<file path="config.mk">
export PLATFORM = sky130hd
export DESIGN_NAME = frame_of_reference_bit_packer
export DESIGN_NICKNAME = d
export VERILOG_FILES = /design/src/hdl/forbp_pkg.sv /design/src/hdl/frame_of_reference_bit_packer.sv /design/src/hdl/forbp_front.sv /design/src/hdl/forbp_queue.sv /design/src/hdl/forbp_back.sv
export SDC_FILE = /design/constraint.sdc
export NUM_CORES = 1
export LEC_CHECK = 0
export ABC_CLOCK_PERIOD_IN_PS = 12800
export BUFFER_PORTS_ARGS = -buffer_cell sky130_fd_sc_hd__buf_4
export CORE_MARGIN = 1.5
export CORE_UTILIZATION = 35
export CTS_CLUSTER_DIAMETER = 40
export DETAILED_ROUTE_END_ITERATION = 7
export PLACE_DENSITY = 0.6
export SKIP_CTS_REPAIR_TIMING = 1
export SLEW_MARGIN = 0
export SYNTH_ARGS = -nofsm -noshare
export SYNTH_HDL_FRONTEND = slang
export SYNTH_SLANG_ARGS = --single-unit
</file>
<file path="constraint.sdc">
create_clock -name clk -period 12.8 [get_ports clk]
set_input_delay 0.64 -clock clk [delete_from_list [all_inputs] [get_ports clk]]
set_output_delay 0.64 -clock clk [all_outputs]
set_load 0.01 [all_outputs]
</file>
<file path="src/hdl/forbp_pkg.sv">
// Package for the frame-of-reference bit packer: widths, register codes, queue entry type.
`default_nettype none
package forbp_pkg;

  localparam int VALUE_W = 64;
  localparam int WIDTH_W = 7;
  localparam int BYTE_W  = 8;
  localparam int ACC_W   = VALUE_W + BYTE_W - 1;  // residue of up to 7 bits plus one code
  localparam int CNT_W   = 7;                     // holds 0..71
  localparam int CFG_IDX_W = 1;

  typedef enum logic [CFG_IDX_W-1:0] {
    CFG_BASE_VALUE = 1'b0,
    CFG_CODE_WIDTH = 1'b1
  } cfg_idx_t;

  // One classified item waiting for the packer.
  typedef struct packed {
    logic [VALUE_W-1:0] code;    // masked to the width, higher bits zero
    logic [WIDTH_W-1:0] width;   // effective width, 1..64
    logic               is_null;
    logic               eob;
  } entry_t;

endpackage
`default_nettype wire

</file>
<file path="src/hdl/frame_of_reference_bit_packer.sv">
// Top level of the frame-of-reference bit packer: config registers, front end, queue, packer.
//
// Usage:
//   in_*   : one signed 64-bit value per item on in_tdata, in_tuser = null flag,
//            in_tlast = end of block. A null item adds no code.
//   out_*  : one packed byte per item on out_tdata, LSB first; out_tlast marks the final
//            byte of a block (a padded byte if residue bits remain at block end).
//   cfg_*  : cfg_index 0 = base value, 1 = code width (low 7 bits of cfg_data); write only
//            while the block is idle. cfg_ready is always high.
// Flow: an item enters the two-entry queue when it is accepted; the packer loads it into
//   the residue once it is not busy, and each completed byte then moves from the residue
//   into the output register.
// Throughput: the packer either loads a code or releases a byte, never both at once. It
//   releases one byte per cycle while out_tready does not stall it, takes a new code only
//   once no full byte is pending, and also releases the padded byte at block end. The byte drain sets the rate.
// Reset: residue cleared, queue empty, base value = 0, code width = 1.
// Stall: when out_tready is low the output register holds its byte, the packer stops,
//   the queue fills and in_tready drops once both entries are taken.
`default_nettype none
module frame_of_reference_bit_packer (
  input  wire logic                            clk,
  input  wire logic                            rst_n,
  // input channel
  input  wire logic                            in_tvalid,
  output      logic                            in_tready,
  input  wire logic [forbp_pkg::VALUE_W-1:0]   in_tdata,   // [63:0] value
  input  wire logic                            in_tuser,   // [0] is_null
  input  wire logic                            in_tlast,   // end_of_block
  // result channel
  output      logic                            out_tvalid,
  input  wire logic                            out_tready,
  output      logic [forbp_pkg::BYTE_W-1:0]    out_tdata,  // [7:0] packed_byte
  output      logic                            out_tlast,  // last_byte
  // configuration write channel
  input  wire logic                            cfg_valid,
  output      logic                            cfg_ready,
  input  wire logic [forbp_pkg::CFG_IDX_W-1:0] cfg_index,
  input  wire logic [forbp_pkg::VALUE_W-1:0]   cfg_data
);
  import forbp_pkg::*;

  logic [VALUE_W-1:0] base_value_r;
  logic [WIDTH_W-1:0] code_width_r;
  entry_t             front_entry;
  entry_t             q_entry;
  logic               q_valid;
  logic               q_ready;

  assign cfg_ready = 1'b1;

  always_ff @(posedge clk) begin
    if (!rst_n) begin
      base_value_r <= '0;
      code_width_r <= WIDTH_W'(1);
    end else if (cfg_valid && cfg_ready) begin
      unique case (cfg_idx_t'(cfg_index))
        CFG_BASE_VALUE: base_value_r <= cfg_data;
        CFG_CODE_WIDTH: code_width_r <= cfg_data[WIDTH_W-1:0];
        default: ;
      endcase
    end
  end

  forbp_front u_front (
    .value      (in_tdata),
    .is_null    (in_tuser),
    .eob        (in_tlast),
    .base_value (base_value_r),
    .code_width (code_width_r),
    .entry      (front_entry)
  );

  forbp_queue u_queue (
    .clk      (clk),
    .rst_n    (rst_n),
    .wr_valid (in_tvalid),
    .wr_ready (in_tready),
    .wr_entry (front_entry),
    .rd_valid (q_valid),
    .rd_ready (q_ready),
    .rd_entry (q_entry)
  );

  forbp_back u_back (
    .clk        (clk),
    .rst_n      (rst_n),
    .q_valid    (q_valid),
    .q_ready    (q_ready),
    .q_entry    (q_entry),
    .out_tvalid (out_tvalid),
    .out_tready (out_tready),
    .out_tdata  (out_tdata),
    .out_tlast  (out_tlast)
  );

endmodule
`default_nettype wire

</file>
<file path="src/hdl/forbp_front.sv">
// Front end: subtracts the base value and masks the difference to the code width.
`default_nettype none
module forbp_front (
  input  wire logic [forbp_pkg::VALUE_W-1:0] value,
  input  wire logic                          is_null,
  input  wire logic                          eob,
  input  wire logic [forbp_pkg::VALUE_W-1:0] base_value,
  input  wire logic [forbp_pkg::WIDTH_W-1:0] code_width,
  output forbp_pkg::entry_t                  entry
);
  import forbp_pkg::*;

  logic [WIDTH_W-1:0] eff_w;
  logic [VALUE_W-1:0] mask;
  logic [VALUE_W-1:0] diff;

  always_comb begin
    if (code_width == '0) begin
      eff_w = WIDTH_W'(1);
    end else if (code_width > WIDTH_W'(VALUE_W)) begin
      eff_w = WIDTH_W'(VALUE_W);
    end else begin
      eff_w = code_width;
    end
  end

  always_comb begin
    if (eff_w == WIDTH_W'(VALUE_W)) begin
      mask = '1;
    end else begin
      mask = ~({VALUE_W{1'b1}} << eff_w[5:0]);
    end
  end

  assign diff = value - base_value;

  always_comb begin
    entry.code    = diff & mask;
    entry.width   = eff_w;
    entry.is_null = is_null;
    entry.eob     = eob;
  end

endmodule
`default_nettype wire

</file>
<file path="src/hdl/forbp_queue.sv">
// Two-entry queue between the front end and the packer.
`default_nettype none
module forbp_queue (
  input  wire logic              clk,
  input  wire logic              rst_n,
  input  wire logic              wr_valid,
  output      logic              wr_ready,
  input  wire forbp_pkg::entry_t wr_entry,
  output      logic              rd_valid,
  input  wire logic              rd_ready,
  output      forbp_pkg::entry_t rd_entry
);
  import forbp_pkg::*;

  entry_t       mem_r [2];
  logic         wr_ptr_r, wr_ptr_nxt;
  logic         rd_ptr_r, rd_ptr_nxt;
  logic [1:0]   count_r, count_nxt;
  logic         do_wr, do_rd;

  assign wr_ready = (count_r != 2'd2);
  assign rd_valid = (count_r != 2'd0);
  assign rd_entry = mem_r[rd_ptr_r];
  assign do_wr    = wr_valid && wr_ready;
  assign do_rd    = rd_valid && rd_ready;

  always_comb begin
    wr_ptr_nxt = do_wr ? ~wr_ptr_r : wr_ptr_r;
    rd_ptr_nxt = do_rd ? ~rd_ptr_r : rd_ptr_r;
    count_nxt  = count_r;
    if (do_wr && !do_rd) begin
      count_nxt = count_r + 2'd1;
    end else if (do_rd && !do_wr) begin
      count_nxt = count_r - 2'd1;
    end
  end

  always_ff @(posedge clk) begin
    if (!rst_n) begin
      wr_ptr_r <= 1'b0;
      rd_ptr_r <= 1'b0;
      count_r  <= 2'd0;
    end else begin
      wr_ptr_r <= wr_ptr_nxt;
      rd_ptr_r <= rd_ptr_nxt;
      count_r  <= count_nxt;
    end
  end

  always_ff @(posedge clk) begin
    if (do_wr) begin
      mem_r[wr_ptr_r] <= wr_entry;
    end
  end

endmodule
`default_nettype wire

</file>
<file path="src/hdl/forbp_back.sv">
// Packer: appends codes to the residue; drains a byte per cycle to the output register unless stalled.
`default_nettype none
module forbp_back (
  input  wire logic                         clk,
  input  wire logic                         rst_n,
  input  wire logic                         q_valid,
  output      logic                         q_ready,
  input  wire forbp_pkg::entry_t            q_entry,
  output      logic                         out_tvalid,
  input  wire logic                         out_tready,
  output      logic [forbp_pkg::BYTE_W-1:0] out_tdata,
  output      logic                         out_tlast
);
  import forbp_pkg::*;

  logic [ACC_W-1:0]  acc_r, acc_nxt;
  logic [CNT_W-1:0]  cnt_r, cnt_nxt;
  logic              eob_r, eob_nxt;
  logic              busy;
  logic              load;
  logic              emit;
  logic              emit_last;
  logic              ovalid_r, ovalid_nxt;
  logic [BYTE_W-1:0] odata_r, odata_nxt;
  logic              olast_r, olast_nxt;

  // Busy while a full byte is pending, or a partial byte must be flushed at block end.
  assign busy      = (cnt_r >= CNT_W'(BYTE_W)) || (eob_r && (cnt_r != '0));
  assign q_ready   = !busy;
  assign load      = q_valid && !busy;
  assign emit      = busy && (!ovalid_r || out_tready);
  assign emit_last = eob_r && (cnt_r <= CNT_W'(BYTE_W));

  always_comb begin
    acc_nxt = acc_r;
    cnt_nxt = cnt_r;
    eob_nxt = eob_r;
    if (load) begin
      eob_nxt = q_entry.eob;
      if (!q_entry.is_null) begin
        acc_nxt = acc_r | (ACC_W'(q_entry.code) << cnt_r[2:0]);
        cnt_nxt = cnt_r + q_entry.width;
      end
    end else if (emit) begin
      acc_nxt = acc_r >> BYTE_W;
      cnt_nxt = (cnt_r >= CNT_W'(BYTE_W)) ? cnt_r - CNT_W'(BYTE_W) : '0;
    end
  end

  always_comb begin
    ovalid_nxt = ovalid_r;
    odata_nxt  = odata_r;
    olast_nxt  = olast_r;
    if (emit) begin
      ovalid_nxt = 1'b1;
      odata_nxt  = acc_r[BYTE_W-1:0];
      olast_nxt  = emit_last;
    end else if (out_tready) begin
      ovalid_nxt = 1'b0;
    end
  end

  always_ff @(posedge clk) begin
    if (!rst_n) begin
      acc_r    <= '0;
      cnt_r    <= '0;
      eob_r    <= 1'b0;
      ovalid_r <= 1'b0;
    end else begin
      acc_r    <= acc_nxt;
      cnt_r    <= cnt_nxt;
      eob_r    <= eob_nxt;
      ovalid_r <= ovalid_nxt;
    end
  end

  always_ff @(posedge clk) begin
    odata_r <= odata_nxt;
    olast_r <= olast_nxt;
  end

  assign out_tvalid = ovalid_r;
  assign out_tdata  = odata_r;
  assign out_tlast  = olast_r;

`ifndef SYNTHESIS
  // Bits from bit 7 upward, above the largest residue, stay clear whenever a new code may be merged in.
  a_residue_clean: assert property (@(posedge clk) disable iff (!rst_n)
    !busy |-> (acc_r[ACC_W-1:BYTE_W-1] == '0))
    else $error("residue has stray bits above its count");

  a_last_empties: assert property (@(posedge clk) disable iff (!rst_n)
    (emit && emit_last) |=> (cnt_r == '0))
    else $error("residue not empty after the last byte of a block");

  a_cnt_range: assert property (@(posedge clk) disable iff (!rst_n)
    cnt_r <= CNT_W'(ACC_W))
    else $error("bit count out of range");

  a_out_hold: assert property (@(posedge clk) disable iff (!rst_n)
    (ovalid_r && !out_tready) |=> (ovalid_r && $stable(odata_r) && $stable(olast_r)))
    else $error("output item changed while stalled");
`endif

endmodule
`default_nettype wire
</file>
==> impl_metrics.py <==
metrics = {
    "die": {
        "die_width_um": 236.2,
        "fp.dieArea_um2": 55810,
        "io_pins": 148,
        "core-area_um2": 53810,
        "die_height_um": 236.2,
        "row_count": 85,
        "initial_utilization_pct": 35.38,
    },
    "routing": {
        "vias": 15510,
        "first_iter_violations": 1217,
        "wl_um": 52730,
        "wl_per_cell_um": 18.46,
        "via_per_inst": 5.427,
        "dr.pass1.iters": 6,
        "ant_nets": 0,
        "drc": 0,
    },
    "cts": {
        "clock_path_buffers": 3,
        "clk_pin_slew_ps": 60,
        "clock_sinks": 311,
        "clock_latency_ps": 620,
        "cts_buffers": 55,
        "cts.htree.levels": 2,
        "cts_tree": "yes",
        "cts_root_buf": "clkbuf_16",
    },
    "placement": {
        "dp.cells": 2752,
        "pre_cts_ws_ps": 8906,
        "place.detailed.hpwl_um": 39380,
        "gp_congestion": 0.8997,
        "post_dp_cell_area_um2": 20580,
        "port_buffers": 146,
    },
    "timing": {
        "finalSetupTns_ps": 0,
        "fin_worst_skew_ps": 23.73,
        "finalHoldViolations": 0,
        "relSlewSlack_pct": 21.89,
        "tightest_slew_ps": 1170,
        "fmax_mhz": 265.7,
        "setup_viol": 0,
        "min_period_over_period_pct": 29.40,
        "drv_slew": 0,
        "final.setup.worst_slack_ps": 9036,
        "post-route-min-period_ps": 3764,
        "rsz0062_at_grt": "false",
    },
    "critical_path": {
        "cp-end-kind": "flip-flop",
        "crit_path_start": "u_back.cnt_r[1]",
        "ff2ff_path_depth": 12,
        "cpMaxStageDelayCell": "buf_4",
        "path_cells": "buf_4 -> nor2_1 -> nand4_1 -> and2_1 -> nand2_1 -> nor2_2 -> inv_1 -> buf_4 -> o21ai_2 -> buf_4 -> o21ai_0 -> a21oi_1",
        "cp_max_fo": 72,
        "regToRegSetupSlack_ps": 9040,
        "cp_common_cell": "buf_4",
        "crit_required_ps": 13320,
        "cp_num_buf_inv": 4,
        "arrival_ps": 4280,
        "cpPeakStageDelay_ps": 650,
        "r2r-start": "u_back.cnt_r[1]",
        "crit_type": "reg2reg",
        "rr_endpoint": "u_back.acc_r[45]",
        "crit_path_start_kind": "flip-flop",
        "crit_family": "buffers and inverters",
    },
    "synthesis": {
        "async_flop_share_pct": 0,
        "synthCells": 2027,
        "synth-seq-area-share_pct": 40.85,
        "synth_area_um2": 19040,
        "synth_edf_count": 155,
        "synth-seq-cells": 311,
        "yosys_warnings": 0,
        "synth.distinct_cells": 82,
        "syn_nets": 2236,
        "syn_area_per_cell_um2": 9.394,
        "ys.flop_type": "dfxtp_1",
    },
    "finish": {
        "area_growth_pct": 18.34,
        "fin_cells": 2857,
        "post-route-cell-area_um2": 22530,
        "layout-drive-gt1-share_pct": 19.31,
        "layout.nets": 2322,
    },
    "power_and_ir_drop": {
        "power.share.clock_pct": 34.1,
        "seqPwrFrac_pct": 30.7,
        "switching_share_pct": 35.18,
        "p_leak_uw": 0.008318,
        "switching_power_uw": 1553,
        "p_comb_share_pct": 35.2,
        "power.density_nw_per_um2": 195.9,
        "ir_drop_v": 0.0001088,
        "cell_internal_pwr_uw": 2862,
    },
    "global_route": {
        "grt_pass1_vias": 15330,
        "grt.busiest_layer": "met2",
        "use_met2_pct": 30.02,
        "grt_pass1_wl_um": 83920,
        "antenna_found_initial": 1,
        "track_usage_pct": 18.62,
        "use_met3_pct": 2.926,
        "grt_util_met1_pct": 25.53,
        "grt_max_degree": 76,
        "grt_remaining_overflow": 0,
    },
    "min_path": {
        "min_path_cells": 1,
        "hp-class": "in2reg",
        "hp-start": "in_tuser",
        "hold_path_end": "u_queue.mem_r[0][1]",
    },
    "job": {
        "timing.max_cap.violations": 0,
    },
    "run_status": {
        "status": "completed",
    },
}
## power by group through the flow
stage / Combinational, µW / Sequential (µW) / Clock [µW]
global route: 1720 / 1370 / 1580
floorplan: 1180 / 1330 / 0
finish: 1560 / 1350 / 1510
CTS: 1560 / 1360 / 1530
detailed placement: 1550 / 1370 / 0
global placement: 1540 / 1370 / 0
## worst max path at each step
stage	end	slack [ps]	depth (start not counted)
final	u_back.acc_r[45]	9040	12
after detailed placement	u_queue.mem_r[0][71]	8910	13
after global placement	u_queue.mem_r[0][71]	8960	13
after CTS	u_back.acc_r[45]	9040	12
after floorplan	u_queue.mem_r[0][0]	8510	2
after global routing	u_back.acc_r[41]	8680	12
## placed cells by master (no fill, tap or decap), types with 9 or more instances in the layout
cell type	instances
nor3_1	36
xnor2_1	33
o221a_2	37
nand2_1	327
and2_1	14
nand4_1	24
mux2i_1	48
o21ai_1	10
nand2b_1	12
inv_1	115
a31oi_1	16
a211oi_1	17
clkbuf_16	58
dfxtp_1	152
o21ai_0	116
edfxtp_1	155
mux2_2	14
nor2b_1	17
buf_4	162
clkbuf_1	9
ha_1	71
a21boi_0	73
xor2_1	19
mux4_2	72
nor2_1	104
nand3_1	31
a21oi_1	204
o21a_1	22
a21o_1	30
o21bai_1	18
## logic make-up after synthesis
logic type	count (synthesis)	synth area share [%]
AO/OA/AOI/OAI	605	20.71
XOR/XNOR	52	2.392
AND/OR/NAND/NOR	597	13.66
multiplexers	139	12.18
adder cells (fa/ha/maj)	73	4.876
buffers and inverters	249	5.316
flip-flops	311	40.85
other	1	0.01969
## final cells by class
class / instances / area, µm²
clock inverters: 36 / 447.9
inverters: 116 / 435.4
well taps: 696 / 870.8
flip-flops and latches: 311 / 7785
clock buffers: 68 / 1499
repair buffers: 162 / 1216
fillers: 5237 / 31280
multi-input cells: 1467 / 10280
diodes: 1 / 2.502
## Yosys cell counts (all sizes together), types with 48 or more instances
cell type | n | area share (%)
clkbuf | 101 | 2.1
nand2 | 329 | 6.5
a21oi | 206 | 5.5
mux2i | 48 | 2.5
ha | 71 | 4.7
o21ai | 128 | 3.4
mux4 | 72 | 8.5
a21boi | 77 | 3.0
dfxtp | 156 | 16
nor2 | 106 | 2.1
edfxtp | 155 | 24
inv | 115 | 2.3
## metal layers
layer / vias to the layer above / routed length, µm / share of wire, %
met1: 7396 / 24300 / 46
li1: 7554 / - / -
met5: - / 0 / 0
met3: 88 / 2723 / 5.2
met4: 0 / 1402 / 2.7
met2: 468 / 24300 / 46
## sequential cells by signal (all words and copies together) (netlist names), named ones only
name               flops
code_width_r           7
u_back.acc_r          71
u_queue.count_r        2
u_queue.rd_ptr_r       1
u_back.eob_r           1
u_back.out_tlast       1
u_queue.wr_ptr_r       1
u_back.cnt_r           7
u_queue.mem_r        146
u_back.out_tvalid      1
base_value_r          64
u_back.out_tdata       8
## metrics by stage
stage	util (%)	total power (µW)	hold slack (ps)
6_report	41.87	4415	211.4
5_1_grt	41.87	4674	181.7
4_1_cts	41.87	4449	177.9
3_5_place_dp	38.25	2925	427.2
3_3_place_gp	38.25	2903	426.3
2_1_floorplan	-	2510	409.0
No activity file was read; power rests on OpenSTA's default activity.
